**config.mk**
```make
export PLATFORM = sky130hd
export DESIGN_NAME = usb_data_packet_framer
export DESIGN_NICKNAME = d
export VERILOG_FILES = /design/src/design/ufr_pkg.sv /design/src/design/ufr_ctrl.sv /design/src/design/ufr_datapath.sv /design/src/design/usb_data_packet_framer.sv
export SDC_FILE = /design/constraint.sdc
export NUM_CORES = 1
export LEC_CHECK = 0
export ABC_AREA = 0
export ABC_CLOCK_PERIOD_IN_PS = 3800
export BUFFER_PORTS_ARGS = -buffer_cell sky130_fd_sc_hd__buf_2
export CAP_MARGIN = 5
export CORE_UTILIZATION = 55
export CTS_BUF_LIST = sky130_fd_sc_hd__clkbuf_16
export DETAILED_ROUTE_END_ITERATION = 12
export GPL_TIMING_DRIVEN = 0
export HOLD_SLACK_MARGIN = 0.02
export PLACE_DENSITY = 0.75
export SLEW_MARGIN = 20
export SYNTH_ARGS = -nofsm -noshare
export SYNTH_HDL_FRONTEND = slang
export SYNTH_SLANG_ARGS = --single-unit
```
**constraint.sdc**
```tcl
create_clock -name clk -period 3.8 [get_ports clk]
set_clock_uncertainty 0.2 [all_clocks]
set_input_delay 0 -clock clk [delete_from_list [all_inputs] [get_ports clk]]
set_output_delay 0 -clock clk [all_outputs]
set_load 0.1 [all_outputs]
```
**src/design/ufr_pkg.sv**
```systemverilog
// Package for the USB data packet framer: operation codes, register indexes,
// byte-select codes, controller/datapath bundles and the CRC-16 byte update.
// Has no dependencies; all framer modules refer to it by scoped names.
package ufr_pkg;

	// Operation carried with each input beat.
	localparam logic [1:0] OP_DATA       = 2'd0;
	localparam logic [1:0] OP_FINAL      = 2'd1;
	localparam logic [1:0] OP_END        = 2'd2;
	localparam logic [1:0] OP_TOGGLE_RST = 2'd3;

	// Configuration register indexes.
	localparam int CFG_IDX_W = 2;
	localparam logic [CFG_IDX_W-1:0] REG_PID_DATA0 = 2'd0;
	localparam logic [CFG_IDX_W-1:0] REG_PID_DATA1 = 2'd1;

	localparam logic [7:0] PID_DATA0_RESET = 8'd195;
	localparam logic [7:0] PID_DATA1_RESET = 8'd75;

	// CRC-16, reflected form.
	localparam logic [15:0] CRC_POLY = 16'hA001;
	localparam logic [15:0] CRC_INIT = 16'hFFFF;

	// Packet overhead counted in the length byte: PID plus two CRC bytes.
	localparam logic [7:0] LEN_OVERHEAD = 8'd3;

	// Which byte the datapath places in the output register.
	localparam logic [2:0] SEL_LEN   = 3'd0;
	localparam logic [2:0] SEL_PID   = 3'd1;
	localparam logic [2:0] SEL_DATA  = 3'd2;
	localparam logic [2:0] SEL_CRC_L = 3'd3;
	localparam logic [2:0] SEL_CRC_H = 3'd4;

	typedef struct packed {
		logic       gather;      // store the input byte and update the CRC
		logic       toggle_clr;  // next packet uses DATA1
		logic       toggle_flip; // start of a packet: alternate the PID
		logic       out_load;    // load the output register
		logic [2:0] sel;         // byte source for the output register
		logic       first;
		logic       last;
		logic       run_last;
		logic       idx_step;    // advance the read pointer over the stored bytes
		logic       pkt_done;    // packet sent: empty the gather buffer
	} ctrl_cmd_t;

	typedef struct packed {
		logic out_free;   // output register can take a byte this cycle
		logic count_zero; // no data bytes gathered
		logic full_next;  // one more byte fills the packet
		logic data_last;  // read pointer is on the last gathered byte
	} ctrl_sts_t;

	// One byte through the reflected CRC-16, a bit at a time.
	function automatic logic [15:0] crc16_byte(input logic [15:0] crc_in,
			input logic [7:0] data);
		logic [15:0] c;
		c = crc_in ^ {8'h00, data};
		for (int k = 0; k < 8; k++) begin
			if (c[0]) begin
				c = (c >> 1) ^ CRC_POLY;
			end else begin
				c = c >> 1;
			end
		end
		return c;
	endfunction

endpackage

```
**src/design/ufr_ctrl.sv**
```systemverilog
// Controller of the USB data packet framer: decodes input beats and walks
// each packet through length, PID, data and CRC bytes. Uses ufr_pkg.
module ufr_ctrl (
	input  logic              clk,
	input  logic              arst_n,
	input  logic              in_valid,
	output logic              in_ready,
	input  logic [1:0]        operation,
	input  ufr_pkg::ctrl_sts_t sts,
	output ufr_pkg::ctrl_cmd_t cmd
);

	localparam logic [2:0] ST_IDLE  = 3'd0;
	localparam logic [2:0] ST_LEN   = 3'd1;
	localparam logic [2:0] ST_PID   = 3'd2;
	localparam logic [2:0] ST_DATA  = 3'd3;
	localparam logic [2:0] ST_CRC_L = 3'd4;
	localparam logic [2:0] ST_CRC_H = 3'd5;

	logic [2:0] state_q;
	logic [2:0] state_d;
	logic       extra_q;
	logic       extra_d;
	logic       accept;

	assign in_ready = (state_q == ST_IDLE);
	assign accept   = in_valid && in_ready;

	always_comb begin
		state_d = state_q;
		extra_d = extra_q;
		cmd     = '0;
		cmd.sel = ufr_pkg::SEL_LEN;
		case (state_q)
			ST_IDLE: begin
				if (accept) begin
					case (operation)
						ufr_pkg::OP_DATA: begin
							cmd.gather = 1'b1;
							extra_d    = 1'b0;
							if (sts.full_next) begin
								state_d = ST_LEN;
							end
						end
						ufr_pkg::OP_FINAL: begin
							// A final byte that fills the packet is followed by an empty one.
							cmd.gather = 1'b1;
							extra_d    = sts.full_next;
							state_d    = ST_LEN;
						end
						ufr_pkg::OP_END: begin
							extra_d = 1'b0;
							state_d = ST_LEN;
						end
						default: begin
							cmd.toggle_clr = 1'b1;
						end
					endcase
				end
			end
			ST_LEN: begin
				cmd.sel         = ufr_pkg::SEL_LEN;
				cmd.first       = 1'b1;
				cmd.out_load    = sts.out_free;
				cmd.toggle_flip = sts.out_free;
				if (sts.out_free) begin
					state_d = ST_PID;
				end
			end
			ST_PID: begin
				cmd.sel      = ufr_pkg::SEL_PID;
				cmd.out_load = sts.out_free;
				if (sts.out_free) begin
					state_d = sts.count_zero ? ST_CRC_L : ST_DATA;
				end
			end
			ST_DATA: begin
				cmd.sel      = ufr_pkg::SEL_DATA;
				cmd.out_load = sts.out_free;
				cmd.idx_step = sts.out_free;
				if (sts.out_free && sts.data_last) begin
					state_d = ST_CRC_L;
				end
			end
			ST_CRC_L: begin
				cmd.sel      = ufr_pkg::SEL_CRC_L;
				cmd.out_load = sts.out_free;
				if (sts.out_free) begin
					state_d = ST_CRC_H;
				end
			end
			ST_CRC_H: begin
				cmd.sel      = ufr_pkg::SEL_CRC_H;
				cmd.last     = 1'b1;
				cmd.run_last = !extra_q;
				cmd.out_load = sts.out_free;
				cmd.pkt_done = sts.out_free;
				if (sts.out_free) begin
					state_d = extra_q ? ST_LEN : ST_IDLE;
					extra_d = 1'b0;
				end
			end
			default: begin
				state_d = ST_IDLE;
			end
		endcase
	end

	always_ff @(posedge clk or negedge arst_n) begin
		if (!arst_n) begin
			state_q <= ST_IDLE;
			extra_q <= 1'b0;
		end else begin
			state_q <= state_d;
			extra_q <= extra_d;
		end
	end

endmodule

```
**src/design/ufr_datapath.sv**
```systemverilog
// Datapath of the USB data packet framer: gather buffer, CRC, PID toggle,
// PID registers and the output register. Uses ufr_pkg; driven by ufr_ctrl.
module ufr_datapath #(
	parameter int CHUNK_BYTES = 8
) (
	input  logic                           clk,
	input  logic                           arst_n,
	input  ufr_pkg::ctrl_cmd_t             cmd,
	output ufr_pkg::ctrl_sts_t             sts,
	input  logic [7:0]                     message_byte,
	input  logic                           cfg_we,
	input  logic [ufr_pkg::CFG_IDX_W-1:0]  cfg_index,
	input  logic [7:0]                     cfg_data,
	input  logic                           out_ready,
	output logic                           out_valid,
	output logic [7:0]                     out_byte,
	output logic                           out_first,
	output logic                           out_last,
	output logic                           out_run_last
);

	localparam int CW = $clog2(CHUNK_BYTES + 1);
	localparam int IW = (CHUNK_BYTES > 1) ? $clog2(CHUNK_BYTES) : 1;
	localparam logic [CW-1:0] FULL_M1 = CW'(CHUNK_BYTES - 1);

	logic [7:0]    chunk_mem [CHUNK_BYTES];
	logic [7:0]    rd_q;
	logic [IW-1:0] idx_q;
	logic [IW-1:0] idx_d;
	logic [CW-1:0] count_q;
	logic [15:0]   crc_q;
	logic          toggle_q;
	logic [7:0]    pid0_q;
	logic [7:0]    pid1_q;
	logic [15:0]   crc_out;
	logic [7:0]    byte_mux;
	logic          valid_q;
	logic          data_last;

	assign data_last = ((CW'(idx_q) + CW'(1)) == count_q);
	assign crc_out   = ~crc_q;

	assign sts.out_free   = !valid_q || out_ready;
	assign sts.count_zero = (count_q == '0);
	assign sts.full_next  = (count_q == FULL_M1);
	assign sts.data_last  = data_last;

	// The read address runs one step ahead so the registered read is ready in time.
	always_comb begin
		if (cmd.idx_step) begin
			idx_d = data_last ? '0 : idx_q + IW'(1);
		end else begin
			idx_d = idx_q;
		end
	end

	always_ff @(posedge clk) begin
		if (cmd.gather) begin
			chunk_mem[count_q[IW-1:0]] <= message_byte;
		end
		rd_q <= chunk_mem[idx_d];
	end

	always_ff @(posedge clk or negedge arst_n) begin
		if (!arst_n) begin
			idx_q    <= '0;
			count_q  <= '0;
			crc_q    <= ufr_pkg::CRC_INIT;
			toggle_q <= 1'b0;
			pid0_q   <= ufr_pkg::PID_DATA0_RESET;
			pid1_q   <= ufr_pkg::PID_DATA1_RESET;
		end else begin
			idx_q <= idx_d;
			if (cmd.pkt_done) begin
				count_q <= '0;
				crc_q   <= ufr_pkg::CRC_INIT;
			end else if (cmd.gather) begin
				count_q <= count_q + CW'(1);
				crc_q   <= ufr_pkg::crc16_byte(crc_q, message_byte);
			end
			if (cmd.toggle_clr) begin
				toggle_q <= 1'b0;
			end else if (cmd.toggle_flip) begin
				toggle_q <= ~toggle_q;
			end
			if (cfg_we) begin
				if (cfg_index == ufr_pkg::REG_PID_DATA0) begin
					pid0_q <= cfg_data;
				end else if (cfg_index == ufr_pkg::REG_PID_DATA1) begin
					pid1_q <= cfg_data;
				end
			end
		end
	end

	always_comb begin
		case (cmd.sel)
			ufr_pkg::SEL_LEN:   byte_mux = 8'(count_q) + ufr_pkg::LEN_OVERHEAD;
			ufr_pkg::SEL_PID:   byte_mux = toggle_q ? pid1_q : pid0_q;
			ufr_pkg::SEL_DATA:  byte_mux = rd_q;
			ufr_pkg::SEL_CRC_L: byte_mux = crc_out[7:0];
			ufr_pkg::SEL_CRC_H: byte_mux = crc_out[15:8];
			default:            byte_mux = 8'h00;
		endcase
	end

	// Output register: payload has no reset, only the valid flag does.
	always_ff @(posedge clk) begin
		if (cmd.out_load) begin
			out_byte     <= byte_mux;
			out_first    <= cmd.first;
			out_last     <= cmd.last;
			out_run_last <= cmd.run_last;
		end
	end

	always_ff @(posedge clk or negedge arst_n) begin
		if (!arst_n) begin
			valid_q <= 1'b0;
		end else if (cmd.out_load) begin
			valid_q <= 1'b1;
		end else if (out_ready) begin
			valid_q <= 1'b0;
		end
	end

	assign out_valid = valid_q;

endmodule

```
**src/design/usb_data_packet_framer.sv**
```systemverilog
// Top level of the USB data packet framer: joins the controller and the datapath
// and maps them onto the stream and configuration ports. Uses ufr_pkg,
// ufr_ctrl and ufr_datapath.
//
// Channel   Direction  Beat contents
// s_*       in         tdata[7:0] message_byte; tuser[1:0] operation
// m_*       out        tdata[7:0] packet_byte; tuser[0] packet_first,
//                      tuser[1] run_last; tlast packet_last
// cfg_*     in         cfg_index selects the register, cfg_data is the value
//
// An input beat that produces no bytes (a plain data byte, a toggle reset) keeps
// the controller idle, so such beats can be accepted on every cycle. A beat that
// closes a packet of n data bytes is followed by the emission of n + 4 bytes, one
// output byte per cycle, and of a further 4 bytes when a trailing empty packet
// follows; s_tready is low for that time. The emission rate is set by the single
// output register, which the packet sequencer fills one byte per cycle.
// Stalls on m_tready simply hold the sequencer; the stored bytes are read from
// a small buffer with a registered read, addressed one step ahead.
// arst_n clears the gather count, the CRC, the PID toggle (next packet uses
// DATA1) and restores the PID codes to their defaults; no clearing pass is needed.
module usb_data_packet_framer #(
	parameter int CHUNK_BYTES = 8
) (
	input  logic                          clk,
	input  logic                          arst_n,
	// Input stream.
	input  logic                          s_tvalid,
	output logic                          s_tready,
	input  logic [7:0]                    s_tdata,   // [7:0] message_byte
	input  logic [1:0]                    s_tuser,   // [1:0] operation
	// Output stream.
	output logic                          m_tvalid,
	input  logic                          m_tready,
	output logic [7:0]                    m_tdata,   // [7:0] packet_byte
	output logic [1:0]                    m_tuser,   // [0] packet_first, [1] run_last
	output logic                          m_tlast,   // packet_last
	// Configuration writes.
	input  logic                          cfg_valid,
	output logic                          cfg_ready,
	input  logic [ufr_pkg::CFG_IDX_W-1:0] cfg_index,
	input  logic [7:0]                    cfg_data
);

	ufr_pkg::ctrl_cmd_t cmd;
	ufr_pkg::ctrl_sts_t sts;
	logic               first_bit;
	logic               run_last_bit;

	// Registers are plain flops, so a write can always be taken at once.
	assign cfg_ready = 1'b1;

	ufr_ctrl u_ctrl (
		.clk       (clk),
		.arst_n    (arst_n),
		.in_valid  (s_tvalid),
		.in_ready  (s_tready),
		.operation (s_tuser),
		.sts       (sts),
		.cmd       (cmd)
	);

	ufr_datapath #(
		.CHUNK_BYTES (CHUNK_BYTES)
	) u_datapath (
		.clk          (clk),
		.arst_n       (arst_n),
		.cmd          (cmd),
		.sts          (sts),
		.message_byte (s_tdata),
		.cfg_we       (cfg_valid && cfg_ready),
		.cfg_index    (cfg_index),
		.cfg_data     (cfg_data),
		.out_ready    (m_tready),
		.out_valid    (m_tvalid),
		.out_byte     (m_tdata),
		.out_first    (first_bit),
		.out_last     (m_tlast),
		.out_run_last (run_last_bit)
	);

	assign m_tuser = {run_last_bit, first_bit};

endmodule

```
# After elaboration in Yosys (flattened, before gate mapping)
# Memory sizes are Yosys's and may differ from the RTL's. A register that Yosys moved wholly into a read port is not among the register bits.
# Index checks and enable logic that the tools add are counted.
[totals]
register_bits = 56
mem_bits_rw = 64
in_bits = 25
output_inout_bits = 14
word_cells = 136
n_memories = 1
[mem_list]
columns = ["memory", "depth", "word_bits", "rd", "rd_ports_with_merged_regs", "wr", "line", "rtl"]
rows = [
  ["u_datapath.chunk_mem", 8, 8, 1, 1, 1, "ufr_datapath.sv:26", "logic [7:0] chunk_mem [CHUNK_BYTES];"],
]
[classes]
add_sub_neg = 4
n_eq_ne = 23
mux = 61
n_bitwise = 12
n_reduce_logical = 22
[op_table]
columns = ["cell", "n"]
rows = [
  ["16-bit two-way mux", 24],
  ["8-bit case mux with 5 select lines", 1],
  ["3-bit two-way mux", 10],
  ["2-bit NOT with 3-bit output", 8],
  ["4-bit case mux with 5 select lines", 1],
  ["3-bit case mux with 6 select lines", 1],
  ["16-bit NOT", 1],
  ["16-bit by 8-bit XOR with 16-bit output", 1],
  ["1-bit two-way mux", 15],
  ["3-bit by 2-bit == test with 1-bit output, second input constant", 4],
  ["2-bit by 1-bit != test with 1-bit output, second input constant", 5],
  ["3-bit == test, second input constant", 3],
  ["3-bit != test, second input constant", 3],
  ["4-bit two-way mux", 2],
  ["8-bit two-way mux", 1],
  ["8-bit AND reduction", 1],
  ["2-bit nonzero test", 4],
  ["3-bit by 1-bit == test with 1-bit output, second input constant", 2],
  ["3-bit zero test", 2],
  ["2-bit two-way mux", 3],
  ["3-bit case mux with 2 select lines", 1],
  ["2-bit OR reduction", 3],
  ["4-bit by 2-bit adder with 5-bit output, second input constant", 1],
  ["3-bit by 1-bit adder with 4-bit output, second input constant", 1],
  ["18 further kinds", 24],
]

# Logic depth before layout (Yosys ltp)
[logic_depth]
word_depth = 35
depth_mapped = 10
mapped_depth_nobuf = 8

# Cells and area by module
# From an unflattened synthesis, not the netlist that was laid out.
[unflattened]
cells_unflattened = 618
area_unflattened_um2 = 6996.7
[modules_own_cells]
columns = ["module", "n_inst", "cells_per_inst", "area_each_um2", "seq_area_each_um2"]
rows = [
  ["ufr_datapath", 1, 554, 6454.9, 3468.3],
  ["ufr_ctrl", 1, 60, 515.5, 100.1],
  ["usb_data_packet_framer", 1, 4, 26.3, 0.0],
]

# Worst setup path after synthesis
# No wires, ideal clock.
[synth_timing]
path_kind = "reg-to-reg"
from = "register u_ctrl.state_q[0]"
to = "memory u_datapath.chunk_mem[1][0], enable pin"
setup_time_ns = 0.395
t_arrival_ns = 4.327
required_ns = 3.205
slack_ns = -1.122
stages_incl_launch_ff = 6
n_path_buf = 2
period_less_slack_ns = 4.922
path_cell_list = "dfrtp_1 > buf_2 > nor3_1 > nand3b_1 > clkbuf_1 > nor4_1"
[synth_between]
elab_chain_len = 6
[synth_lines]
columns = ["element", "line", "rtl"]
rows = [
  ["start: declaration", "ufr_ctrl.sv:20", "logic [2:0] state_q;"],
  ["start signal: assignment", "ufr_ctrl.sv:114", "state_q <= state_d;"],
  ["3-bit zero test (*)", "ufr_ctrl.sv:26", "assign in_ready = (state_q == ST_IDLE);"],
  ["via s_tready", "usb_data_packet_framer.sv:28", "output logic s_tready,"],
  ["1-bit logical AND", "ufr_ctrl.sv:27", "assign accept = in_valid && in_ready;"],
  ["2-bit two-way mux", "ufr_ctrl.sv:36", "if (accept) begin"],
  ["2-bit two-way mux (*)", "ufr_ctrl.sv:34", "case (state_q)"],
  ["1-bit two-way mux (*)", "ufr_datapath.sv:58", "if (cmd.gather) begin"],
  ["1-bit two-way mux (not written as such) (*)", "ufr_datapath.sv:59", "chunk_mem[count_q[IW-1:0]] <= message_byte;"],
  ["end: declaration", "ufr_datapath.sv:26", ""],
]
# Mark *: on every way through the listed nets, which the timed path passes. The rest lies on a longest branch.

# Worst setup path in the final report
[layout_timing]
from = "register u_datapath.idx_q[0]"
to = "register u_datapath.rd_q[4], read port of u_datapath.chunk_mem"
[layout_between]
elab_chain_len = 4
word_cells_on_any_way = 5
cone_classes = "add/sub (2); eq/ne (1); mux (2)"
[layout_lines]
columns = ["element", "line", "rtl"]
rows = [
  ["start: declaration", "ufr_datapath.sv:28", "logic [IW-1:0] idx_q;"],
  ["start signal: assignment", "ufr_datapath.sv:73", "idx_q <= idx_d;"],
  ["3-bit by 1-bit adder with 4-bit output", "ufr_datapath.sv:40", "assign data_last = ((CW'(idx_q) + CW'(1)) == count_q);"],
  ["4-bit == test", "ufr_datapath.sv:40", ""],
  ["3-bit two-way mux", "ufr_datapath.sv:51", "idx_d = data_last ? '0 : idx_q + IW'(1);"],
  ["3-bit two-way mux (*)", "ufr_datapath.sv:50", "if (cmd.idx_step) begin"],
  ["end: declaration", "ufr_datapath.sv:27", "logic [7:0] rd_q;"],
]
# Mark *: on every way between the ends. The rest lies on a longest branch, timed or not.
# A chain may end at the register's enable or synchronous reset.

==> out/results.tsv <==
metric	value	unit
first-pass detailed-route iteration total	7	
crit path DAT	3.10	ns
Total Nets Final	649	
Lkg Pwr	2.94	nW
slowest CP cell	xor3_2	
# clock sinks	128	
final WL	16600	um
row cnt	39	
Setup Crit Path Kind	register to register	
Max IR drop VDD	0.000612	V
Internal	0.00423	W
antenna violations before repair	0	
Synth Cell Area	6400	um2
P_sw	0.00293	W
largest net degree at the start of global routing	46	
drt wl/cell	21.3	um
Seq. cell area	3570	um2
IO Count	39	
max frequency	0.334	GHz
clock network power share	25.6	%
final slew viol count	0	
ys async rst share	35.2	%
Max-Cap Viols	0	
number of unique standard cell types used by synthesis	66	
mux share of post-synthesis cell area	7.72	%
First DRT Iteration DRCs	477	
sequential share of the synthesized area	55.8	%
combinational cell fraction of total power	45.3	%
core area	11400	um2
share of cells above drive strength 1	25.1	%
Cell Pwr Density	920	nW/um2
final setup fails	0	
hold path start	cfg_valid	
total CTS buffers	17	
Seq pwr share	29.0	%
Final min period	2.99	ns
Worst-Skew Late Latency	0.43	ns
Most used DFF post-synth	edfxtp_1	
Synth Area in XOR/XNOR	4.93	%
hold endpoint	u_datapath.pid1_q[5]$_DFFE_PN0P_	
area of the multi-input gates	2630	um2
RSZ-0062 raised after global routing	false	
WP buf/inv	1	
Tot Pwr	0.00716	W
diode count	0	
critical path required time	3.91	ns
first-pass GRT wire length	25400	um
critical path cell sequence	ha_1, xor3_2, nor4b_4, buf_2, nor4b_1, o211ai_1, nand2_1, o22a_1	
Post-CTS Repair Setup Buffers	0	
worst hold path stage count	3	
worst r2r path cells	8	
worst r2r src	u_datapath.idx_q[0]$_DFF_PN0_	
clock slew at reported path FFs	0.06	ns
clock buffer depth	2	
Net Sw Frac	41.0	%
DP Wirelength	10800	um
number of flops mapped to enable cells by yosys	75	
status	finished, final reports clean	
Final TNS setup	0	ns
total die area	12100	um2
complex-gate fraction of the synthesized area	15.2	%
worst reg2reg path endpoint	u_datapath.rd_q[4]$_DFF_P_	
Synth Register Bits	128	
post-synthesis simple-gate area fraction	11.8	%
endpoints failing hold	0	
crit-path max FO	10	
CTS tree	yes	
htree depth	4	
DRC Markers	0	
yosys warns	0	
syn nets	561	
vias in the first global route	4853	
Fill cells	774	
ANT nets after route	0	
die width	110	um
combinational family with the most area after synthesis	compound AO/OA/AOI/OAI gates	
Reg2Reg Setup Slack	0.81	ns
Initial Utilization	56.3	%
Slew @ Worst Pin	1.01	ns
Avg Cell Area, Syn	12.0	um2
Global Route Usage Sum	29.1	%
Hold Slack	0.0756	ns
Cells after Synth	533	
Vias per Instance	6.32	
clk root buf	clkbuf_16	
routability cong.	0.883	
fin crit share	78.8	%
Crit path max-delay family	simple AND/OR/NAND/NOR gates	
startpoint types	register	
die height	110	um
Area Overhead vs Synth	21.7	%
adder-cell area share of the yosys netlist	0.587	%
slowest stage delay, CP	0.52	ns
via count	4909	
Slew headroom	32.6	%
total grt overflow	0	
Buffers on Ports	37	
Worst Hold Class	input pin to register	
CP Capture Type	register	
Util after Layout	68.5	%
==> cell families after synthesis <==
logic type	after synthesis
AND/OR/NAND/NOR	135
multiplexers	47
other	1
buffers and inverters	53
AO/OA/AOI/OAI	135
XOR/XNOR	31
adder cells (fa/ha/maj)	3
flip-flops	128
==> layout by cell type, fill, tap and decap left out, drive strengths merged, types with 18 or more instances in the layout <==
master	instances
clkbuf	39
edfxtp	75
dlygate4sd3	29
dfrtp	21
mux2	19
buf	62
mux2i	28
dfstp	24
nor2	25
nand2	46
nor3	18
o21ai	31
a21oi	25
==> power groups by stage <==
stage	combinational [W]	clock, W	sequential (W)
after floorplan	0.00207	0	0.00243
after global placement	0.00299	0	0.00208
after detailed placement	0.00309	0	0.00210
after CTS	0.00319	0.00183	0.00207
after global routing	0.00346	0.00189	0.00211
final	0.00325	0.00184	0.00208
==> Yosys cell counts (6+ instances only) <==
| cell type | count | share of area, % |
|---|---|---|
| a21oi_1 | 24 | 1.9 |
| a221oi_2 | 9 | 2.1 |
| a31oi_1 | 9 | 0.88 |
| buf_2 | 11 | 0.86 |
| clkbuf_1 | 22 | 1.3 |
| dfrtp_1 | 21 | 8.2 |
| dfstp_2 | 24 | 9.9 |
| dfxtp_1 | 8 | 2.5 |
| edfxtp_1 | 75 | 35 |
| inv_1 | 6 | 0.35 |
| mux2_2 | 19 | 3.3 |
| mux2i_1 | 28 | 4.4 |
| nand2_1 | 45 | 2.6 |
| nor2_1 | 24 | 1.4 |
| nor3_1 | 17 | 1.3 |
| nor4b_1 | 16 | 2.2 |
| o211ai_1 | 9 | 1.1 |
| o21ai_0 | 22 | 1.7 |
| o21ai_1 | 9 | 0.70 |
| o22a_1 | 8 | 1.1 |
| o22ai_1 | 11 | 1.1 |
| o31a_1 | 16 | 2.2 |
| xnor2_1 | 17 | 2.3 |
| xor2_1 | 11 | 1.5 |
==> sequential cells by signal (all words and copies together) (netlist names), 4 cells and up <==
register / flops
u_datapath.out_byte: 8
u_datapath.pid1_q: 8
u_datapath.pid0_q: 8
u_datapath.count_q: 4
u_datapath.crc_q: 16
u_datapath.rd_q: 8
u_datapath.chunk_mem: 64
==> layer usage <==
layer  global-route usage (%)  wire, um  vias up
met5                        0         0        -
met4                     15.7       552        0
met3                     5.10      1090       45
met2                     46.1      8170      222
met1                     38.2      6750     2436
li1                         -         -     2206
==> worst max path at each step <==
stage	startpoint	endpoint	slack [ns]	depth (start not counted)
3_5_place_dp	u_ctrl.state_q[0]$_DFFE_PN0P_	u_datapath.chunk_mem[6][0]$_DFFE_PP_	0.79	6
4_1_cts	u_ctrl.state_q[0]$_DFFE_PN0P_	u_datapath.chunk_mem[6][5]$_DFFE_PP_	0.75	6
6_report	u_datapath.idx_q[0]$_DFF_PN0_	u_datapath.rd_q[4]$_DFF_P_	0.81	8
2_1_floorplan	u_ctrl.state_q[1]$_DFFE_PN0P_	u_datapath.chunk_mem[1][0]$_DFFE_PP_	0.46	5
3_3_place_gp	u_ctrl.state_q[0]$_DFFE_PN0P_	u_datapath.chunk_mem[2][3]$_DFFE_PP_	0.29	5
5_1_grt	u_datapath.idx_q[0]$_DFF_PN0_	u_datapath.rd_q[6]$_DFF_P_	0.63	8
==> area by class of cell <==
class | instances | area share [%]
buffer | 44 | 2.78
sequential | 128 | 45.8
clock inverter | 15 | 3.10
multi-input combinational | 352 | 33.7
inverter | 9 | 0.466
timing repair buffer | 69 | 6.36
clock buffer | 17 | 5.46
tap | 143 | 2.30
==> worst reg2reg max path, delay by kind of cell, from the launching register on <==
| kind | cells | cell delay (ns) |
|---|---|---|
| AND/OR/NAND/NOR | 3 | 0.61 |
| XOR/XNOR | 1 | 0.52 |
| AO/OA/AOI/OAI | 2 | 0.47 |
| flip-flops | 1 | 0.45 |
| adder cells (fa/ha/maj) | 1 | 0.33 |
| buffers and inverters | 1 | 0.30 |
==> per-stage QoR <==
stage	instance area [um2]	std cells	setup slack, ns
after global placement	6770	713	0.289
after global routing	7790	777	0.630
final	7790	777	0.806
after detailed placement	6830	716	0.792
after CTS	7770	776	0.753
after floorplan	6410	533	0.459
==> timing repair <==
action / in CTS / in global routing
hold buffers: 28 / 1
endpoints found under the setup margin: 0 / 0
endpoints found under the hold margin: 112 / 20
gates resized for setup: 0 / 0
Power figures use the tool's default switching activity.
